[src/rtl/mfd_pkg.sv]
// ----------------------------------------------------------------------------
// mfd_pkg
// Shared types and constants of the marked frame deframer.
// ----------------------------------------------------------------------------
package mfd_pkg;

  typedef enum logic [1:0] {
    PH_HUNT   = 2'd0,
    PH_GOT_S  = 2'd1,
    PH_HEADER = 2'd2,
    PH_BODY   = 2'd3
  } phase_t;

  typedef enum logic [1:0] {
    CL_PLAIN   = 2'd0,
    CL_OPEN    = 2'd1,
    CL_FINAL   = 2'd2,
    CL_DISCARD = 2'd3
  } class_t;

  typedef enum logic [2:0] {
    K_SKIP    = 3'd0,
    K_HEADER  = 3'd1,
    K_META    = 3'd2,
    K_PAYLOAD = 3'd3,
    K_ORPHAN  = 3'd4,
    K_FULL    = 3'd5
  } kind_t;

  localparam logic [7:0]  MARK_S       = 8'h53;
  localparam logic [7:0]  MARK_C       = 8'h43;
  localparam logic [7:0]  FLAG_START   = 8'h02;
  localparam logic [7:0]  FLAG_CONT    = 8'h04;
  localparam logic [7:0]  STATE_FINAL  = 8'd2;
  localparam logic [31:0] HASH_MUL     = 32'd131;
  localparam logic [4:0]  HDR_LAST     = 5'd14;

  // result word as written into the output register
  typedef struct packed {
    logic [2:0]  kind;
    logic [7:0]  data_byte;
    logic [31:0] frame_id;
    logic [31:0] sequence_res;
    logic [7:0]  msg_type;
    logic [7:0]  frame_flags;
    logic [7:0]  frame_status;
    logic [15:0] meta_length;
    logic [15:0] payload_length;
    logic [31:0] rolling_hash;
    logic        frame_end;
    logic        message_done;
  } result_t;

  // id table lookup summary handed to the parser
  typedef struct packed {
    logic hit;
    logic has_free;
  } lookup_t;

  // table update request from the parser
  typedef struct packed {
    logic open;
    logic close;
  } tbl_cmd_t;

endpackage

[src/rtl/mfd_id_table.sv]
// ----------------------------------------------------------------------------
// mfd_id_table
// Table of open fragment ids with a parallel compare and lowest-free-slot pick.
// ----------------------------------------------------------------------------
module mfd_id_table #(
  parameter int OPEN_SLOTS = 8
) (
  input  logic               clk,
  input  logic               rst,
  input  logic [31:0]        id,
  input  mfd_pkg::tbl_cmd_t  cmd,
  output mfd_pkg::lookup_t   look
);

  logic [OPEN_SLOTS-1:0] valid;
  logic [31:0]           ids [OPEN_SLOTS];
  logic [OPEN_SLOTS-1:0] match;
  logic [OPEN_SLOTS-1:0] free_pick;

  // parallel compare against every open id
  always_comb begin
    for (int i = 0; i < OPEN_SLOTS; i++) begin
      match[i] = valid[i] && (ids[i] == id);
    end
  end

  // one-hot lowest free slot
  assign free_pick = ~valid & (valid + 1'b1);

  assign look.hit      = |match;
  assign look.has_free = |free_pick;

  // valid bits
  always_ff @(posedge clk) begin
    if (rst) begin
      valid <= '0;
    end else if (cmd.close) begin
      valid <= valid & ~match;
    end else if (cmd.open) begin
      valid <= valid | free_pick;
    end
  end

  // id storage
  always_ff @(posedge clk) begin
    for (int i = 0; i < OPEN_SLOTS; i++) begin
      if (cmd.open && free_pick[i]) begin
        ids[i] <= id;
      end
    end
  end

endmodule

[src/rtl/mfd_parser.sv]
// ----------------------------------------------------------------------------
// mfd_parser
// Marker hunt, header collection, hash update and body counting per byte.
// ----------------------------------------------------------------------------
module mfd_parser (
  input  logic               clk,
  input  logic               rst,
  input  logic               take,
  input  logic [7:0]         in_byte,
  input  mfd_pkg::lookup_t   look,
  output logic [31:0]        cur_id,
  output mfd_pkg::tbl_cmd_t  cmd,
  output logic               res_valid,
  output mfd_pkg::result_t   res
);

  mfd_pkg::phase_t phase, phase_next;
  mfd_pkg::class_t frame_class, frame_class_next;
  logic [4:0]  header_index;
  logic [63:0] header_store;
  logic [39:0] header_lengths;
  logic [7:0]  hdr_flags;
  logic [7:0]  hdr_type;
  logic [16:0] bytes_left, bytes_left_next;
  logic [31:0] hash_value, hash_next;
  logic [31:0] hash_mul;

  // completed header fields (last header byte is the state byte)
  logic [31:0] h_id, h_seq;
  logic [15:0] h_meta, h_pay;
  logic [7:0]  h_state;
  logic [16:0] total;
  logic        last_hdr, is_final, done;
  mfd_pkg::kind_t hdr_kind;

  assign h_id    = header_store[31:0];
  assign h_seq   = header_store[63:32];
  assign h_meta  = header_lengths[15:0];
  assign h_pay   = header_lengths[31:16];
  assign h_state = in_byte;
  assign total   = {1'b0, h_meta} + {1'b0, h_pay};
  assign cur_id  = h_id;
  assign last_hdr = (phase == mfd_pkg::PH_HEADER) && (header_index == mfd_pkg::HDR_LAST);
  assign is_final = (h_state == mfd_pkg::STATE_FINAL);
  assign hash_mul = hash_value * mfd_pkg::HASH_MUL;
  assign hash_next = hash_mul ^ h_id ^ h_seq ^ {24'd0, h_state} ^ {24'd0, hdr_flags};

  // frame classification at the end of the header
  always_comb begin
    frame_class_next = frame_class;
    cmd = '0;
    hdr_kind = mfd_pkg::K_HEADER;
    if (take && last_hdr) begin
      priority if ((hdr_flags & mfd_pkg::FLAG_START) != 8'd0) begin
        if (is_final) begin
          cmd.close = 1'b1;
          frame_class_next = mfd_pkg::CL_FINAL;
        end else if (look.hit) begin
          frame_class_next = mfd_pkg::CL_OPEN;
        end else if (!look.has_free) begin
          frame_class_next = mfd_pkg::CL_DISCARD;
          hdr_kind = mfd_pkg::K_FULL;
        end else begin
          cmd.open = 1'b1;
          frame_class_next = mfd_pkg::CL_OPEN;
        end
      end else if ((hdr_flags & mfd_pkg::FLAG_CONT) != 8'd0) begin
        if (!look.hit) begin
          frame_class_next = mfd_pkg::CL_DISCARD;
          hdr_kind = mfd_pkg::K_ORPHAN;
        end else if (is_final) begin
          cmd.close = 1'b1;
          frame_class_next = mfd_pkg::CL_FINAL;
        end else begin
          frame_class_next = mfd_pkg::CL_OPEN;
        end
      end else begin
        frame_class_next = mfd_pkg::CL_PLAIN;
      end
    end
  end

  assign done = (frame_class_next == mfd_pkg::CL_PLAIN) ||
                (frame_class_next == mfd_pkg::CL_FINAL);

  // next phase, body count and result
  always_comb begin
    phase_next = phase;
    bytes_left_next = bytes_left;
    res_valid = 1'b0;
    res = '0;
    unique case (phase)
      mfd_pkg::PH_HUNT: begin
        if (in_byte == mfd_pkg::MARK_S) begin
          phase_next = mfd_pkg::PH_GOT_S;
        end else begin
          res_valid = 1'b1;
          res.kind = mfd_pkg::K_SKIP;
          res.data_byte = 8'd1;
        end
      end
      mfd_pkg::PH_GOT_S: begin
        if (in_byte == mfd_pkg::MARK_C) begin
          phase_next = mfd_pkg::PH_HEADER;
        end else if (in_byte == mfd_pkg::MARK_S) begin
          res_valid = 1'b1;
          res.kind = mfd_pkg::K_SKIP;
          res.data_byte = 8'd1;
        end else begin
          phase_next = mfd_pkg::PH_HUNT;
          res_valid = 1'b1;
          res.kind = mfd_pkg::K_SKIP;
          res.data_byte = 8'd2;
        end
      end
      mfd_pkg::PH_HEADER: begin
        if (last_hdr) begin
          bytes_left_next = total;
          phase_next = (total == 17'd0) ? mfd_pkg::PH_HUNT : mfd_pkg::PH_BODY;
          res_valid = 1'b1;
          res.kind = hdr_kind;
          res.frame_id = h_id;
          res.sequence_res = h_seq;
          res.msg_type = hdr_type;
          res.frame_flags = hdr_flags;
          res.frame_status = h_state;
          res.meta_length = h_meta;
          res.payload_length = h_pay;
          res.rolling_hash = hash_next;
          if (frame_class_next == mfd_pkg::CL_DISCARD) begin
            res.frame_end = 1'b1;
          end else begin
            res.frame_end = (total == 17'd0);
            res.message_done = (total == 17'd0) && done;
          end
        end
      end
      mfd_pkg::PH_BODY: begin
        if (bytes_left == 17'd0) begin
          phase_next = mfd_pkg::PH_HUNT;
        end else begin
          bytes_left_next = bytes_left - 17'd1;
          if (bytes_left_next == 17'd0) phase_next = mfd_pkg::PH_HUNT;
          res_valid = (frame_class != mfd_pkg::CL_DISCARD);
          res.kind = (bytes_left > {1'b0, h_pay}) ? mfd_pkg::K_META : mfd_pkg::K_PAYLOAD;
          res.data_byte = in_byte;
          res.frame_id = h_id;
          res.sequence_res = h_seq;
          res.msg_type = hdr_type;
          res.frame_flags = hdr_flags;
          res.frame_status = header_lengths[39:32];
          res.meta_length = h_meta;
          res.payload_length = h_pay;
          res.rolling_hash = hash_value;
          res.frame_end = (bytes_left_next == 17'd0);
          res.message_done = (bytes_left_next == 17'd0) &&
                             ((frame_class == mfd_pkg::CL_PLAIN) ||
                              (frame_class == mfd_pkg::CL_FINAL));
        end
      end
      default: begin
        phase_next = mfd_pkg::PH_HUNT;
      end
    endcase
  end

  // control state
  always_ff @(posedge clk) begin
    if (rst) begin
      phase <= mfd_pkg::PH_HUNT;
      header_index <= '0;
      bytes_left <= '0;
      frame_class <= mfd_pkg::CL_PLAIN;
      hash_value <= '0;
    end else if (take) begin
      phase <= phase_next;
      bytes_left <= bytes_left_next;
      frame_class <= frame_class_next;
      if (last_hdr) hash_value <= hash_next;
      if (phase == mfd_pkg::PH_HEADER) begin
        header_index <= last_hdr ? 5'd0 : header_index + 5'd1;
      end else begin
        header_index <= '0;
      end
    end
  end

  // header field capture
  always_ff @(posedge clk) begin
    if (rst) begin
      header_store <= '0;
      header_lengths <= '0;
      hdr_flags <= '0;
      hdr_type <= '0;
    end else if (take) begin
      if (phase == mfd_pkg::PH_GOT_S && in_byte == mfd_pkg::MARK_C) begin
        header_store <= '0;
        header_lengths <= '0;
        hdr_flags <= '0;
        hdr_type <= '0;
      end else if (phase == mfd_pkg::PH_HEADER) begin
        if (header_index == 5'd0) hdr_flags <= in_byte;
        else if (header_index == 5'd1) hdr_type <= in_byte;
        else if (header_index <= 5'd9) header_store[8*(header_index-5'd2) +: 8] <= in_byte;
        else header_lengths[8*(header_index-5'd10) +: 8] <= in_byte;
      end
    end
  end

endmodule

[src/rtl/marked_frame_deframer_top.sv]
// ----------------------------------------------------------------------------
// marked_frame_deframer_top
// Byte-serial frame parser with marker hunt, header decode and id tracking.
//
//  channel | signals                         | word
//  in      | in_valid / in_ready             | in_byte
//  out     | out_valid / out_ready           | kind .. message_done
//
// One byte is taken per cycle while in_ready is high; a result appears in the cycle after its byte.
// The byte logic is one pass: phase update, id compare over all slots, hash.
// Input is ready whenever the output register is empty or being drained.
// Reset clears phase, counters, hash and all table valid bits.
// ----------------------------------------------------------------------------
module marked_frame_deframer_top #(
  parameter int OPEN_SLOTS = 8
) (
  input  logic        clk,
  input  logic        rst,
  input  logic        in_valid,
  output logic        in_ready,
  input  logic [7:0]  in_byte,
  output logic        out_valid,
  input  logic        out_ready,
  output logic [2:0]  kind,
  output logic [7:0]  data_byte,
  output logic [31:0] frame_id,
  output logic [31:0] sequence_res,
  output logic [7:0]  msg_type,
  output logic [7:0]  frame_flags,
  output logic [7:0]  frame_status,
  output logic [15:0] meta_length,
  output logic [15:0] payload_length,
  output logic [31:0] rolling_hash,
  output logic        frame_end,
  output logic        message_done
);

  logic              take;
  logic [31:0]       cur_id;
  mfd_pkg::lookup_t  look;
  mfd_pkg::tbl_cmd_t cmd;
  logic              res_valid;
  mfd_pkg::result_t  res, out_reg;

  assign in_ready = !out_valid || out_ready;
  assign take = in_valid && in_ready;

  mfd_id_table #(.OPEN_SLOTS(OPEN_SLOTS)) u_table (
    .clk(clk), .rst(rst), .id(cur_id), .cmd(cmd), .look(look)
  );

  mfd_parser u_parser (
    .clk(clk), .rst(rst), .take(take), .in_byte(in_byte), .look(look),
    .cur_id(cur_id), .cmd(cmd), .res_valid(res_valid), .res(res)
  );

  // output register
  always_ff @(posedge clk) begin
    if (rst) begin
      out_valid <= 1'b0;
    end else if (in_ready) begin
      out_valid <= take && res_valid;
    end
  end

  always_ff @(posedge clk) begin
    if (take && res_valid) out_reg <= res;
  end

  assign kind = out_reg.kind;
  assign data_byte = out_reg.data_byte;
  assign frame_id = out_reg.frame_id;
  assign sequence_res = out_reg.sequence_res;
  assign msg_type = out_reg.msg_type;
  assign frame_flags = out_reg.frame_flags;
  assign frame_status = out_reg.frame_status;
  assign meta_length = out_reg.meta_length;
  assign payload_length = out_reg.payload_length;
  assign rolling_hash = out_reg.rolling_hash;
  assign frame_end = out_reg.frame_end;
  assign message_done = out_reg.message_done;

endmodule

[config.mk]
export PLATFORM = sky130hd
export DESIGN_NAME = marked_frame_deframer_top
export DESIGN_NICKNAME = d
export VERILOG_FILES = /design/src/rtl/mfd_pkg.sv /design/src/rtl/mfd_id_table.sv /design/src/rtl/mfd_parser.sv /design/src/rtl/marked_frame_deframer_top.sv
export SDC_FILE = /design/constraint.sdc
export NUM_CORES = 1
export LEC_CHECK = 0
export BUFFER_PORTS_ARGS = -buffer_cell sky130_fd_sc_hd__buf_2
export CAP_MARGIN = 15
export CORE_MARGIN = 2
export CORE_UTILIZATION = 62
export CTS_CLUSTER_SIZE = 16
export DETAILED_ROUTE_END_ITERATION = 12
export PLACE_DENSITY = 0.81
export SLEW_MARGIN = 0
export SYNTH_ARGS = -nofsm -noshare
export SYNTH_HDL_FRONTEND = slang
export SYNTH_SLANG_ARGS = --single-unit
[constraint.sdc]
create_clock -name clk -period 15.3 [get_ports clk]
set_input_delay 3.06 -clock clk [delete_from_list [all_inputs] [get_ports clk]]
set_output_delay 3.06 -clock clk [all_outputs]
set_load 0.05 [all_outputs]
# Word-level counts from Yosys, hierarchy flattened
# Memory sizes are Yosys's and may differ from the RTL's.
# Cells that the tools add are included.
[classes]
addsub = 8
n_reduce_logical = 56
shifts = 4
div_mod_pow = 0
muxes = 112
mul = 1
bitwise_logic = 9
n_lt_le_gt_ge = 2
eq_ne = 28
[op_table]
columns = ["cell", "count"]
rows = [
  ["2-to-1 mux 64 bit", 5],
  ["one-hot mux 154 bit (2 select lines)", 1],
  ["equality test 32 bit", 8],
  ["2-to-1 mux 32 bit", 7],
  ["OR reduction 32 bit", 7],
  ["2-to-1 mux 40 bit", 5],
  ["2-to-1 mux 165 bit", 1],
  ["2-to-1 mux 154 bit", 1],
  ["2-to-1 mux 8 bit", 9],
  ["negator 32 -> 34 bit", 2],
  ["bitwise mux 64 bit", 1],
  ["variable shift 8 x 34 -> 64 bit, first input constant", 1],
  ["variable part select 8 x 34 -> 64 bit", 1],
  ["XOR 32 bit", 2],
  ["XOR 32 x 8 -> 32 bit", 2],
  ["zero test 17 bit", 3],
  ["2-to-1 mux 3 bit", 15],
  ["bitwise mux 40 bit", 1],
  ["variable shift 8 x 34 -> 40 bit, first input constant", 1],
  ["variable part select 8 x 34 -> 40 bit", 1],
  ["2-to-1 mux 1 bit", 39],
  ["2-to-1 mux 2 bit", 18],
  ["2-to-1 mux 17 bit", 2],
  ["one-hot mux 17 bit (2 select lines)", 1],
  ["other kinds (38)", 86],
]
[totals]
mem_bits_rw = 256
romBits = 0
elab_cells = 244
latchBits = 0
output_inout_bits = 167
input_bits = 12
ff_bits = 352
mem_count = 1
[memory_table]
columns = ["memory", "words", "width", "read_ports", "rd_ports_with_merged_regs", "wr", "line_no", "rtl"]
rows = [
  ["u_table.ids", 8, 32, 8, 0, 1, "mfd_id_table.sv:16", "logic [31:0] ids [OPEN_SLOTS];"],
]

# Logic depth before layout (Yosys ltp)
[depth]
word_depth = 19
ltp_mapped = 18
ltp_nobuf = 17

# Cells and area by module
# A second synthesis with hierarchy kept.
[unflattened]
hier_cells = 2736
area_unflattened_um2 = 31014.7
[modules_own_cells]
columns = ["module", "seq_area_each_um2", "instances", "area_per_inst_um2", "cells_per_inst"]
rows = [
  ["mfd_parser", 3563.4, 1, 14747.9, 1871],
  ["mfd_id_table", 7847.5, 1, 11244.5, 694],
  ["marked_frame_deframer_top", 4974.8, 1, 5022.3, 171],
]

# Worst setup path after synthesis
# OpenSTA, ideal clock, no wires.
[synth_timing]
kind = "input port to flip-flop"
startpoint = "input in_byte[7]"
endpoint = "register out_reg, in the netlist data_byte[0] (enable)"
t_required_ps = 14606
path_stages = 8
arrival_ps = 10886
setup_slack_ps = 3719
setup_ps = 694
path_cell_list = "buf_2 -> nor4_1 -> and2_1 -> and3_1 -> a21boi_0 -> o22ai_1 -> a21oi_1 -> nor2_1"
[synth_between]
elab_chain_cells = 4
word_cells_on_any_way = 6
[synth_rtl]
columns = ["item", "line_no", "rtl"]
rows = [
  ["start: declaration", "marked_frame_deframer_top.sv:21", "input logic [7:0] in_byte,"],
  ["equality test 8 x 7 -> 1 bit (on tied branches)", "mfd_parser.sv:103, mfd_parser.sv:94", ""],
  ["2-to-1 mux 1 bit (on tied branches)", "mfd_parser.sv:103, mfd_parser.sv:94", ""],
  ["one-hot mux 1 bit (4 select lines) *", "mfd_parser.sv:92", "unique case (phase)"],
  ["logical AND 1 bit *", "marked_frame_deframer_top.sv:67", "if (take && res_valid) out_reg <= res;"],
  ["end signal: assignment", "marked_frame_deframer_top.sv:67", ""],
  ["end: declaration", "marked_frame_deframer_top.sv:43", "mfd_pkg::result_t res, out_reg;"],
]
# Mark *: on every way between the ends. The rest lies on a longest branch, timed or not.
# A chain may end at the register's enable or synchronous reset.

# Final worst setup path
[layout_timing]
startpoint = "input out_ready"
endpoint = "output in_ready"
[layout_between]
elab_chain_cells = 1
[layout_rtl]
columns = ["item", "line_no", "rtl"]
rows = [
  ["start: declaration", "marked_frame_deframer_top.sv:23", "input logic out_ready,"],
  ["logical OR 1 bit", "marked_frame_deframer_top.sv:45", "assign in_ready = !out_valid || out_ready;"],
  ["end: declaration", "marked_frame_deframer_top.sv:20", "output logic in_ready,"],
]
# No other way between the ends.

==> impl_metrics.json <==
{
  "cp_data_required_time_ns": 12.24,
  "place_hpwl_um": 54240,
  "synth_edf_count": 421,
  "antenna_found_initial": 1,
  "dp.cells": 3437,
  "finalSetupTns_ns": 0,
  "wl_per_cell_um": 22.93,
  "cp_max_fo": 4,
  "cts.hold.buffers_added": 0,
  "firstDrtPassIters": 6,
  "io_buffers": 178,
  "synth_ff_type": "edfxtp_1",
  "yosys_warnings": 0,
  "grt_pass1_vias": 21110,
  "crit_chain": "buf_2, nand2b_1, buf_2",
  "core_um2": 48650,
  "numCtsBuffers": 59,
  "synth.top_cell.area_share": 0.4158,
  "seq_area_frac_synth": 0.5390,
  "multi_input_area_um2": 12830,
  "synthAdderAreaFrac": 0.07614,
  "syn_to_final_growth_pct": 11.63,
  "grt_start_max_net_pins": 97,
  "cts-root-buf": "clkbuf_16",
  "pwr_density_cell_nw_per_um2": 101.4,
  "hp-start": "u_parser.header_lengths[38]",
  "synthMuxAreaShare": 0.004609,
  "cp-start-kind": "input pin",
  "yosysMostFrequentCell": "edfxtp_1",
  "final_cells": 3547,
  "min_path_type": "flop to flop",
  "critPathSlowestCell": "buf_2",
  "synth_compound_area_frac": 0.09264,
  "timing.rr.start": "u_parser.header_index[0]",
  "cts_tree": "yes",
  "die_y_um": 225.4,
  "overflow": 0,
  "post_cts_resize_count": 0,
  "slew_violations": 0,
  "wl_um": 81340,
  "ys_types": 82,
  "dpl_cell_area_um2": 31900,
  "synth_xor_xnor_area_share": 0.1118,
  "die_x_um": 225.4,
  "grt_pass1_wl_um": 123000,
  "place.gp.congestion": 0.9369,
  "initial_utilization": 0.6249,
  "clk_pin_slew_ns": 0.06,
  "endpoint_kind": "output port",
  "post-route-period-util": 0.4342,
  "max_stage_delay_ns": 0.29,
  "yosys.area_share.simple": 0.1357,
  "nets": 3058,
  "timing.rr.end": "u_table.ids[0][109]",
  "fin_area_um2": 33940,
  "regArea_um2": 16390,
  "regToRegSetupSlack_ns": 10.11,
  "clock_path_buffers": 3,
  "synth_async_sr_flop_share": 0,
  "num_io_pins": 179,
  "via_per_inst": 6.219,
  "netlist_instances": 2709,
  "place_ws_ns": 8.657,
  "die-area_um2": 50820,
  "synth_common_cells": "edfxtp_1, xnor2_1, nand2_1, dfxtp_1, a21oi_1",
  "synth_top_family_by_area": "simple AND/OR/NAND/NOR gates",
  "ctsHtreeMaxLevel": 2,
  "drt_iter0_markers": 3013,
  "postRouteAntennaNets": 0,
  "synth-seq-cells": 608,
  "skew_ns": 0.05469,
  "drcViolationCount": 0,
  "path_common_cell": "buf_2",
  "tightestPinTransition_ns": 0.9972,
  "cts.sinks": 608,
  "fmax_mhz": 150.5,
  "setup_viol": 0,
  "hold_end": "u_parser.header_lengths[38]",
  "critical_path_class": "input pin to output port",
  "crit_family": "buffers and inverters",
  "vias": 22059,
  "rsz0062_at_grt": "no",
  "cp_num_buf_inv": 2,
  "antenna_cells": 0,
  "synth_area_leader_cell": "edfxtp_1",
  "setup_ws_ns": 8.657,
  "p_leak_nw": 12.69,
  "slew_headroom": 0.3352,
  "grt.total_usage": 0.3189,
  "ir_drop_uv": 101.6,
  "synth_area_um2": 30400,
  "post_cts_buffers": 0,
  "worstPathArrival_ns": 3.58,
  "status": "finished clean",
  "drive_gt1_frac": 0.1279,
  "synth_fp_nets": 2891,
  "r2r_cells": 12,
  "row_count": 81,
  "period_minus_slack_ns": 6.643,
  "fillers": 3387,
  "synthTopCellsByArea": "edfxtp_1, dfxtp_1, xnor2_1",
  "clk_latency_ns": 0.65,
  "maxCapViolCount": 0,
  "whs_path_depth": 2,
  "final_hold_viol_count": 0,
  "synth_area_per_cell_um2": 11.22
}
[cell usage in the layout, fill, tap and decap left out, types with 37 or more instances in the layout]
master,instances
a21oi_1,181
a22o_1,43
a22oi_1,37
and2_1,114
buf_2,177
buf_4,54
clkbuf_16,60
dfxtp_1,187
edfxtp_1,421
ha_1,145
inv_1,162
nand2_1,194
nand3_1,82
nand4_1,81
nor2_1,147
o21ai_0,69
xnor2_1,356
[worst min-delay path: stages (launching register included)]
cell	delay (ns)
dfxtp_1	0.31
nand2_1	0.05
a21oi_1	0.05
[cell families after synthesis]
group / count (synthesis)
xor+xnor: 388
buf+inv: 289
fa+ha+maj: 170
compound gates: 444
simple gates: 796
flops: 608
mux: 14
[state kept, by name, summed over array words and instances, names as in the netlist, 16 cells and up]
register	cells
u_parser.hash_value	32
u_parser.header_lengths	40
payload_length	16
u_parser.header_store	64
sequence_res	32
frame_id	32
u_parser.bytes_left	17
meta_length	16
rolling_hash	32
u_table.ids	256
[worst max-delay path by stage]
stage,startpoint,endpoint,slack (ns),cells after the start
final,out_ready,in_ready,8.66,3
after global placement,out_ready,in_ready,8.67,3
after global routing,out_ready,in_ready,8.61,3
after floorplan,in_byte[7],data_byte[0],3.72,8
after CTS,out_ready,in_ready,8.66,3
after detailed placement,out_ready,in_ready,8.66,3
[report_power, final]
part           total (mW)  switching (mW)  leakage [nW]  internal (mW)
Clock                1.52           0.646         0.971          0.877
Sequential           1.77         0.00753          5.66           1.76
Combinational       0.147           0.125          6.05         0.0216
Total                3.44           0.778          12.7           2.66
[per-layer routing]
layer | wire [um] | GRT usage | vias up
met4 | 2960 | 0.1231 | 0
met1 | 32320 | 0.4393 | 10679
met5 | 0 | 0 | -
li1 | - | - | 9894
met3 | 8400 | 0.05593 | 213
met2 | 37650 | 0.5063 | 1273
[per-stage QoR]
step                utilization  power [mW]  hold slack, ns
finish                   0.6977       3.442          0.4568
global route             0.6977       3.514          0.4790
CTS                      0.6977       3.449          0.4566
detailed placement       0.6557       1.954          0.4499
global placement         0.6557       1.952          0.4392
floorplan                     -       1.922          0.4322
[final cells by class]
class / count / area share
Clock buffer: 76 / 0.04682
Clock inverter: 34 / 0.01327
Inverter: 164 / 0.01814
Multi-Input combinational cell: 1812 / 0.3780
Sequential cell: 608 / 0.4828
Tap cell: 622 / 0.02293
Timing Repair Buffer: 231 / 0.03805
No activity file was read; power rests on OpenSTA's default activity.
